--- src/rtl/core/lle_pkg.sv ---
package lle_pkg;

    // Default store depth
    localparam int CAPACITY_DEF = 16;

    localparam int ACT_W  = 3;
    localparam int DATA_W = 32;
    localparam int STAT_W = 2;

    // Request actions
    localparam logic [ACT_W-1:0] ACT_INS_FRONT = 3'd0;
    localparam logic [ACT_W-1:0] ACT_INS_BACK  = 3'd1;
    localparam logic [ACT_W-1:0] ACT_INS_AFTER = 3'd2;
    localparam logic [ACT_W-1:0] ACT_DEL_FRONT = 3'd3;
    localparam logic [ACT_W-1:0] ACT_DEL_BACK  = 3'd4;
    localparam logic [ACT_W-1:0] ACT_DEL_KEY   = 3'd5;
    localparam logic [ACT_W-1:0] ACT_SEARCH    = 3'd6;
    localparam logic [ACT_W-1:0] ACT_TRAVERSE  = 3'd7;

    // Result status codes
    localparam logic [STAT_W-1:0] ST_OK       = 2'd0;
    localparam logic [STAT_W-1:0] ST_EMPTY    = 2'd1;
    localparam logic [STAT_W-1:0] ST_NOTFOUND = 2'd2;
    localparam logic [STAT_W-1:0] ST_FULL     = 2'd3;

    // Command broadcast to every cell
    typedef struct packed {
        logic              commit;
        logic [ACT_W-1:0]  op;
        logic [DATA_W-1:0] key;
        logic [DATA_W-1:0] value;
    } lle_cmd_t;

    // Search wave moving one cell per cycle
    typedef struct packed {
        logic valid;
        logic hit;
    } lle_wave_t;

    // What a cell shows its neighbours
    typedef struct packed {
        logic              occ;
        logic [DATA_W-1:0] val;
        logic              first;
    } lle_nbr_t;

endpackage

--- src/rtl/core/lle_cell.sv ---
module lle_cell import lle_pkg::*; (
    input  logic      aclk,
    input  logic      aresetn,
    input  lle_cmd_t  cmd,
    input  lle_wave_t wave_in,
    output lle_wave_t wave_out,
    input  lle_nbr_t  left_in,
    input  lle_nbr_t  right_in,
    output lle_nbr_t  cell_out
);

    logic              occ_reg, occ_next;
    logic [DATA_W-1:0] val_reg, val_next;
    logic              hb_reg, hb_next;
    lle_wave_t         wave_reg, wave_next;
    logic              match;
    logic              first;

    // Key compare; first match is a match with no earlier hit
    assign match = occ_reg && (val_reg == cmd.key);
    assign first = match && !hb_reg;

    // Wave: record whether an earlier cell matched, pass hit on
    always_comb begin
        wave_next.valid = wave_in.valid;
        wave_next.hit   = wave_in.hit | match;
        hb_next         = wave_in.valid ? wave_in.hit : hb_reg;
    end

    // Commit: each cell takes from itself, a neighbour or the command value
    always_comb begin
        occ_next = occ_reg;
        val_next = val_reg;
        if (cmd.commit) begin
            case (cmd.op)
                ACT_INS_FRONT: begin
                    occ_next = left_in.occ;
                    val_next = left_in.val;
                end
                ACT_INS_BACK: begin
                    if (!occ_reg && left_in.occ) begin
                        occ_next = 1'b1;
                        val_next = cmd.value;
                    end
                end
                ACT_INS_AFTER: begin
                    if (hb_reg) begin
                        if (left_in.first) begin
                            occ_next = 1'b1;
                            val_next = cmd.value;
                        end else begin
                            occ_next = left_in.occ;
                            val_next = left_in.val;
                        end
                    end
                end
                ACT_DEL_FRONT, ACT_TRAVERSE: begin
                    occ_next = right_in.occ;
                    val_next = right_in.val;
                end
                ACT_DEL_BACK: begin
                    if (occ_reg && !right_in.occ) begin
                        occ_next = 1'b0;
                    end
                end
                ACT_DEL_KEY: begin
                    if (first || hb_reg) begin
                        occ_next = right_in.occ;
                        val_next = right_in.val;
                    end
                end
                default: begin
                    occ_next = occ_reg;
                end
            endcase
        end
    end

    always_ff @(posedge aclk) begin
        if (!aresetn) begin
            occ_reg  <= 1'b0;
            hb_reg   <= 1'b0;
            wave_reg <= '0;
        end else begin
            occ_reg  <= occ_next;
            hb_reg   <= hb_next;
            wave_reg <= wave_next;
        end
    end

    always_ff @(posedge aclk) begin
        val_reg <= val_next;
    end

    assign wave_out       = wave_reg;
    assign cell_out.occ   = occ_reg;
    assign cell_out.val   = val_reg;
    assign cell_out.first = first;

endmodule

--- src/rtl/core/linked_list_engine_top.sv ---
// Channel  Dir  Ports                       Contents
// s_       in   tvalid tready tdata tuser   tdata: key[31:0] value[63:32]; tuser: action
// m_       out  tvalid tready tdata tuser   tdata: item_value; tuser: status, found
//                tlast                       tlast: last result of the request
//
// The list is held in order in a row of CAPACITY cells, the head in cell 0.
// Non-traverse requests send a key wave along the row one cell per cycle,
// then commit any shift and load the result once the result register is free.
// Traverse turns the ring once, emitting each occupied cell, and waits while the
// output stalls; a traverse of an empty list answers with an empty status.
// Reset empties every cell and clears the count; values are not cleared.
// A result register parts the two sides; a stalled m_ side holds the commit and the ring walk.
module linked_list_engine_top import lle_pkg::*; #(
    parameter int CAPACITY = CAPACITY_DEF
) (
    input  logic        aclk,
    input  logic        aresetn,
    input  logic        s_tvalid,
    output logic        s_tready,
    input  logic [63:0] s_tdata,   // key[31:0], value[63:32]
    input  logic [2:0]  s_tuser,   // action[2:0]
    output logic        m_tvalid,
    input  logic        m_tready,
    output logic [31:0] m_tdata,   // item_value[31:0]
    output logic [2:0]  m_tuser,   // status[1:0], found[2]
    output logic        m_tlast
);

    localparam int CNT_W = $clog2(CAPACITY + 1);

    localparam logic [1:0] S_IDLE = 2'd0;
    localparam logic [1:0] S_WAVE = 2'd1;
    localparam logic [1:0] S_DONE = 2'd2;
    localparam logic [1:0] S_TRAV = 2'd3;

    logic [1:0]        state_reg, state_next;
    logic [ACT_W-1:0]  op_reg, op_next;
    logic [DATA_W-1:0] key_reg, key_next;
    logic [DATA_W-1:0] value_reg, value_next;
    logic [CNT_W-1:0]  count_reg, count_next;
    logic [CNT_W-1:0]  step_reg, step_next;
    logic [CNT_W-1:0]  emit_reg, emit_next;
    logic              found_reg, found_next;
    logic              wave_start_reg, wave_start_next;

    logic              m_valid_reg;
    logic [STAT_W-1:0] m_status_reg, out_status;
    logic              m_found_reg, out_found;
    logic [DATA_W-1:0] m_value_reg, out_value;
    logic              m_last_reg, out_last;
    logic              out_load;

    logic              accept;
    logic              slot_free;
    logic              full;
    logic              empty;
    logic              cmd_commit;
    logic              rotate;
    logic [STAT_W-1:0] done_status;
    lle_cmd_t          cmd;
    lle_nbr_t          cell_q [CAPACITY];
    lle_wave_t         wave_q [CAPACITY];
    logic [CAPACITY-1:0] occ_vec;

    assign s_tready  = (state_reg == S_IDLE);
    assign accept    = s_tvalid && s_tready;
    assign slot_free = !m_valid_reg || m_tready;
    assign full      = (count_reg == CNT_W'(CAPACITY));
    assign empty     = (count_reg == '0);
    assign rotate    = cmd_commit && (op_reg == ACT_TRAVERSE);

    assign cmd.commit = cmd_commit;
    assign cmd.op     = op_reg;
    assign cmd.key    = key_reg;
    assign cmd.value  = value_reg;

    // Row of cells: left of cell 0 carries the new value, ring closes on rotate
    for (genvar i = 0; i < CAPACITY; i++) begin : g_cell
        lle_nbr_t  left_in;
        lle_nbr_t  right_in;
        lle_wave_t wave_in;

        if (i == 0) begin : g_head
            assign left_in.occ   = 1'b1;
            assign left_in.val   = value_reg;
            assign left_in.first = 1'b0;
            assign wave_in.valid = wave_start_reg;
            assign wave_in.hit   = 1'b0;
        end else begin : g_body
            assign left_in = cell_q[i-1];
            assign wave_in = wave_q[i-1];
        end

        if (i == CAPACITY - 1) begin : g_tail
            assign right_in = rotate ? cell_q[0] : lle_nbr_t'('0);
        end else begin : g_mid
            assign right_in = cell_q[i+1];
        end

        lle_cell u_cell (
            .aclk     (aclk),
            .aresetn  (aresetn),
            .cmd      (cmd),
            .wave_in  (wave_in),
            .wave_out (wave_q[i]),
            .left_in  (left_in),
            .right_in (right_in),
            .cell_out (cell_q[i])
        );

        assign occ_vec[i] = cell_q[i].occ;
    end

    // Result of a single-result request
    always_comb begin
        case (op_reg)
            ACT_INS_FRONT, ACT_INS_BACK: done_status = full ? ST_FULL : ST_OK;
            ACT_INS_AFTER: done_status = !found_reg ? ST_NOTFOUND : (full ? ST_FULL : ST_OK);
            ACT_DEL_FRONT, ACT_DEL_BACK: done_status = empty ? ST_EMPTY : ST_OK;
            ACT_DEL_KEY: done_status = empty ? ST_EMPTY : (!found_reg ? ST_NOTFOUND : ST_OK);
            ACT_SEARCH: done_status = found_reg ? ST_OK : ST_NOTFOUND;
            default: done_status = ST_EMPTY;
        endcase
    end

    // Sequencer
    always_comb begin
        state_next      = state_reg;
        op_next         = op_reg;
        key_next        = key_reg;
        value_next      = value_reg;
        count_next      = count_reg;
        step_next       = step_reg;
        emit_next       = emit_reg;
        found_next      = found_reg;
        wave_start_next = 1'b0;
        cmd_commit      = 1'b0;
        out_load        = 1'b0;
        out_status      = ST_OK;
        out_found       = 1'b0;
        out_value       = '0;
        out_last        = 1'b1;
        case (state_reg)
            S_IDLE: begin
                if (accept) begin
                    op_next    = s_tuser;
                    key_next   = s_tdata[31:0];
                    value_next = s_tdata[63:32];
                    step_next  = '0;
                    emit_next  = '0;
                    if (s_tuser == ACT_TRAVERSE) begin
                        state_next = empty ? S_DONE : S_TRAV;
                    end else begin
                        wave_start_next = 1'b1;
                        state_next      = S_WAVE;
                    end
                end
            end
            S_WAVE: begin
                if (wave_q[CAPACITY-1].valid) begin
                    found_next = wave_q[CAPACITY-1].hit;
                    state_next = S_DONE;
                end
            end
            S_DONE: begin
                if (slot_free) begin
                    out_load   = 1'b1;
                    out_status = done_status;
                    out_found  = (op_reg == ACT_SEARCH) && found_reg;
                    if (done_status == ST_OK && op_reg != ACT_SEARCH
                        && op_reg != ACT_TRAVERSE) begin
                        cmd_commit = 1'b1;
                        if (op_reg == ACT_INS_FRONT || op_reg == ACT_INS_BACK
                            || op_reg == ACT_INS_AFTER) begin
                            count_next = count_reg + CNT_W'(1);
                        end else begin
                            count_next = count_reg - CNT_W'(1);
                        end
                    end
                    state_next = S_IDLE;
                end
            end
            S_TRAV: begin
                // Cell 0 is emitted, then the ring turns by one
                if (!cell_q[0].occ || slot_free) begin
                    cmd_commit = 1'b1;
                    step_next  = step_reg + CNT_W'(1);
                    if (cell_q[0].occ) begin
                        out_load  = 1'b1;
                        out_value = cell_q[0].val;
                        out_last  = ((emit_reg + CNT_W'(1)) == count_reg);
                        emit_next = emit_reg + CNT_W'(1);
                    end
                    if (step_reg == CNT_W'(CAPACITY - 1)) begin
                        state_next = S_IDLE;
                    end
                end
            end
            default: begin
                state_next = S_IDLE;
            end
        endcase
    end

    always_ff @(posedge aclk) begin
        if (!aresetn) begin
            state_reg      <= S_IDLE;
            count_reg      <= '0;
            step_reg       <= '0;
            emit_reg       <= '0;
            found_reg      <= 1'b0;
            wave_start_reg <= 1'b0;
        end else begin
            state_reg      <= state_next;
            count_reg      <= count_next;
            step_reg       <= step_next;
            emit_reg       <= emit_next;
            found_reg      <= found_next;
            wave_start_reg <= wave_start_next;
        end
    end

    always_ff @(posedge aclk) begin
        op_reg    <= op_next;
        key_reg   <= key_next;
        value_reg <= value_next;
    end

    // Output register
    always_ff @(posedge aclk) begin
        if (!aresetn) begin
            m_valid_reg <= 1'b0;
        end else if (out_load) begin
            m_valid_reg <= 1'b1;
        end else if (m_tready) begin
            m_valid_reg <= 1'b0;
        end
    end

    always_ff @(posedge aclk) begin
        if (out_load) begin
            m_status_reg <= out_status;
            m_found_reg  <= out_found;
            m_value_reg  <= out_value;
            m_last_reg   <= out_last;
        end
    end

    assign m_tvalid = m_valid_reg;
    assign m_tdata  = m_value_reg;
    assign m_tuser  = {m_found_reg, m_status_reg};
    assign m_tlast  = m_last_reg;

    // Occupied cells agree with the count between requests
    a_count_match: assert property (@(posedge aclk) disable iff (!aresetn)
        (state_reg == S_IDLE) |-> ($countones(occ_vec) == int'(count_reg)))
        else $error("occupied cells differ from node count");

    a_count_bound: assert property (@(posedge aclk) disable iff (!aresetn)
        count_reg <= CNT_W'(CAPACITY))
        else $error("node count above capacity");

    a_busy_after_accept: assert property (@(posedge aclk) disable iff (!aresetn)
        accept |=> (state_reg != S_IDLE))
        else $error("request accepted without starting work");

endmodule

--- config.mk ---
export PLATFORM = sky130hd
export DESIGN_NAME = linked_list_engine_top
export DESIGN_NICKNAME = d
export VERILOG_FILES = /design/src/rtl/core/lle_pkg.sv /design/src/rtl/core/lle_cell.sv /design/src/rtl/core/linked_list_engine_top.sv
export SDC_FILE = /design/constraint.sdc
export NUM_CORES = 2
export LEC_CHECK = 0
export BUFFER_PORTS_ARGS = -buffer_cell sky130_fd_sc_hd__buf_2
export CORE_MARGIN = 5
export CORE_UTILIZATION = 55
export CTS_CLUSTER_SIZE = 30
export DETAILED_ROUTE_END_ITERATION = 16
export PLACE_DENSITY = 0.72
export SYNTH_ARGS = -nofsm -noshare
export SYNTH_HDL_FRONTEND = slang
export SYNTH_HIERARCHICAL = 1
export SYNTH_SLANG_ARGS = --single-unit
--- constraint.sdc ---
create_clock -name aclk -period 10 [get_ports aclk]
set_clock_uncertainty 0.1 [all_clocks]
set_input_delay 0.5 -clock aclk [delete_from_list [all_inputs] [get_ports aclk]]
set_output_delay 0.5 -clock aclk [all_outputs]
set_load 0.05 [all_outputs]
==> qor.txt <==
outcome: completed
Crit path largest cell delay: 0.98 ns
vias: 31,994
Max Transition Viols Final: 0
fin cells: 4,944
worst vdd ir: 173 µV
slowest CP cell: edfxtp_1
DP Cell Count: 4,733
Setup Fix Bufs, Post-CTS: 0
Reg area: 20,100 µm²
core area: 69,700 µm²
CP max FO: 34
WP depth: 11
worst reg2reg path depth: 11
DR iter-0 viols: 4,613
fin worst setup slack: 5.20 ns
Nets: 4,015
Tightest Pin Transition: 1.31 ns
Post-DRT Antenna Nets: 0
max reg flops: 512
RSZ-0062 raised after global routing: false
worst skew pair latency: 0.65 ns
fraction of layout cells with a size suffix above 1: 10.3%
WP data arrival: 5.20 ns
# DRC: 0
final-report setup violation count: 0
Syn. warnings: 6
Rel. slew slack: 12.8%
Min-Delay Path Class: input port to flip-flop
critical path cell sequence: xor2_1 > nor4_1 > nand4_1 > or3_4 > nor2_1 > a31oi_4 > buf_4 > nor2_2 > buf_4 > nand2_1 > nand2_1
Mapped Cells: 3,799
FILL cells: 5,727
port bufs: 108
final hold vios: 0
GR Util All Layers: 34.1%
Initial Utilization: 55.3%
wire per inst: 26.5 µm
CTS root buf: clkbuf_16
number of global-route vias before repair: 30,832
Clock Path Buffers: 3
Horiz. Die Dim: 275 µm
largest net degree at the start of global routing: 102
Inserted Clock Buffers: 77
Worst-path clk slew: 0.06 ns
syn avg cell area: 10.1 µm²
PwrDens: 229 nW/µm²
# clock sinks: 699
CP top delay family: simple AND/OR/NAND/NOR gates
CP Launch Type: flip-flop
fin crit period: 4.80 ns
hold-critical path depth: 1
first-pass GRT wire length: 197 mm
setup tns final: 0 ns
pre-CTS setup slack: 5.50 ns
GRT overflow: 0
WP buf/inv: 2
area taken by multi-input logic gates: 17,700 µm²
Period Utilization, post-route: 48.0%
I/O pin cnt: 109
Die Span Y: 275 µm
Clock H-tree levels: 3
maxcap violations: 0
crit end category: flip-flop
Routed WL: 131 mm
critical setup path kind: flip-flop to flip-flop
antenna violations before repair: 8
# rows: 97
LEAKAGE: 16.6 nW
DP HPWL: 89.5 mm
cell area after synthesis: 38,500 µm²
die area: 75,400 µm²
Initial DRT Pass Iterations: 7
TritonCTS clock tree: done
Area growth syn-to-layout: 13.4%
f_max: 208 MHz
DR vias/cell: 6.47
final RePlAce weighted congestion: 0.961
Data required, critical path: 10.39 ns
[worst paths after layout]
kind / slack, ns / startpoint / end
max: 5.20 / key_reg[16]$_DFFE_PP_ / g_cell[13].u_cell/val_reg[16]$_DFFE_PP_
min: 0.08 / s_tdata[5] / key_reg[5]$_DFFE_PP_
max reg2reg: 5.20 / key_reg[16]$_DFFE_PP_ / g_cell[13].u_cell/val_reg[16]$_DFFE_PP_
min reg2reg: 0.37 / g_cell[5].u_cell/wave_out[0]$_SDFF_PN0_ / g_cell[6].u_cell/wave_out[0]$_SDFF_PN0_
[cells in the final DEF, fill, tap and decap left out, drive strengths merged, types with 4 or more instances in the layout]
cell type	n
a21boi	19
nor2	76
nor3	36
buf	195
nor4	113
clkbuf	99
ha	6
bufinv	4
a211oi	34
nor2b	25
dlygate4sd3	65
or3	17
mux2i	41
nand3	57
and3	21
a22oi	512
conb	5
edfxtp	615
a21bo	16
and2	82
nand2	1070
clkinv	37
a21oi	25
nand2b	38
inv	57
diode	4
xor2	501
nand4	18
a31oi	32
o21ai	36
dfxtp	84
xnor2	23
o21a	18
[metal layers]
layer | wire, µm | global-route usage, % | vias up | part of all wire, %
met5 | 11 | 0 | - | 0.0084
met4 | 8470 | 17.9 | 2 | 6.5
met3 | 14100 | 5.97 | 509 | 11
met2 | 60600 | 54.9 | 2222 | 46
met1 | 48100 | 44.4 | 15352 | 37
li1 | - | - | 13909 | -
[stage by stage]
| stage | power [mW] | area (µm²) | hold WS (ns) | util [%] |
|---|---|---|---|---|
| 3_3_place_gp | 6.99 | 40500 | 0.358 | 58.1 |
| 2_1_floorplan | 6.05 | 38500 | 0.335 | - |
| 5_1_grt | 10.4 | 43600 | 0.0475 | 62.6 |
| 3_5_place_dp | 7.07 | 40500 | 0.361 | 58.1 |
| 6_report | 10.0 | 43700 | 0.0803 | 62.7 |
| 4_1_cts | 9.93 | 43600 | 0.0316 | 62.6 |
[repair_timing]
item | 4_1_cts | 5_1_grt
gates resized for setup | 0 | 0
endpoints found under the hold margin | 65 | 0
hold buffers | 65 | 0
[cell type report]
type | instances | area share, %
Timing Repair Buffer | 260 | 4.23
Clock inverter | 43 | 0.966
Multi-Input combinational cell | 2843 | 40.6
Inverter | 56 | 0.482
Tap cell | 940 | 2.69
Sequential cell | 699 | 46.2
Clock buffer | 99 | 4.82
Antenna cell | 4 | 0.0229
[power by group]
part / total (mW) / switching [mW] / internal (mW)
sequential: 4.24 / 0.531 / 3.71
combinational: 2.90 / 1.94 / 0.956
clock: 2.86 / 1.25 / 1.61
total: 10.0 / 3.73 / 6.27
No activity file was read; power rests on OpenSTA's default activity.
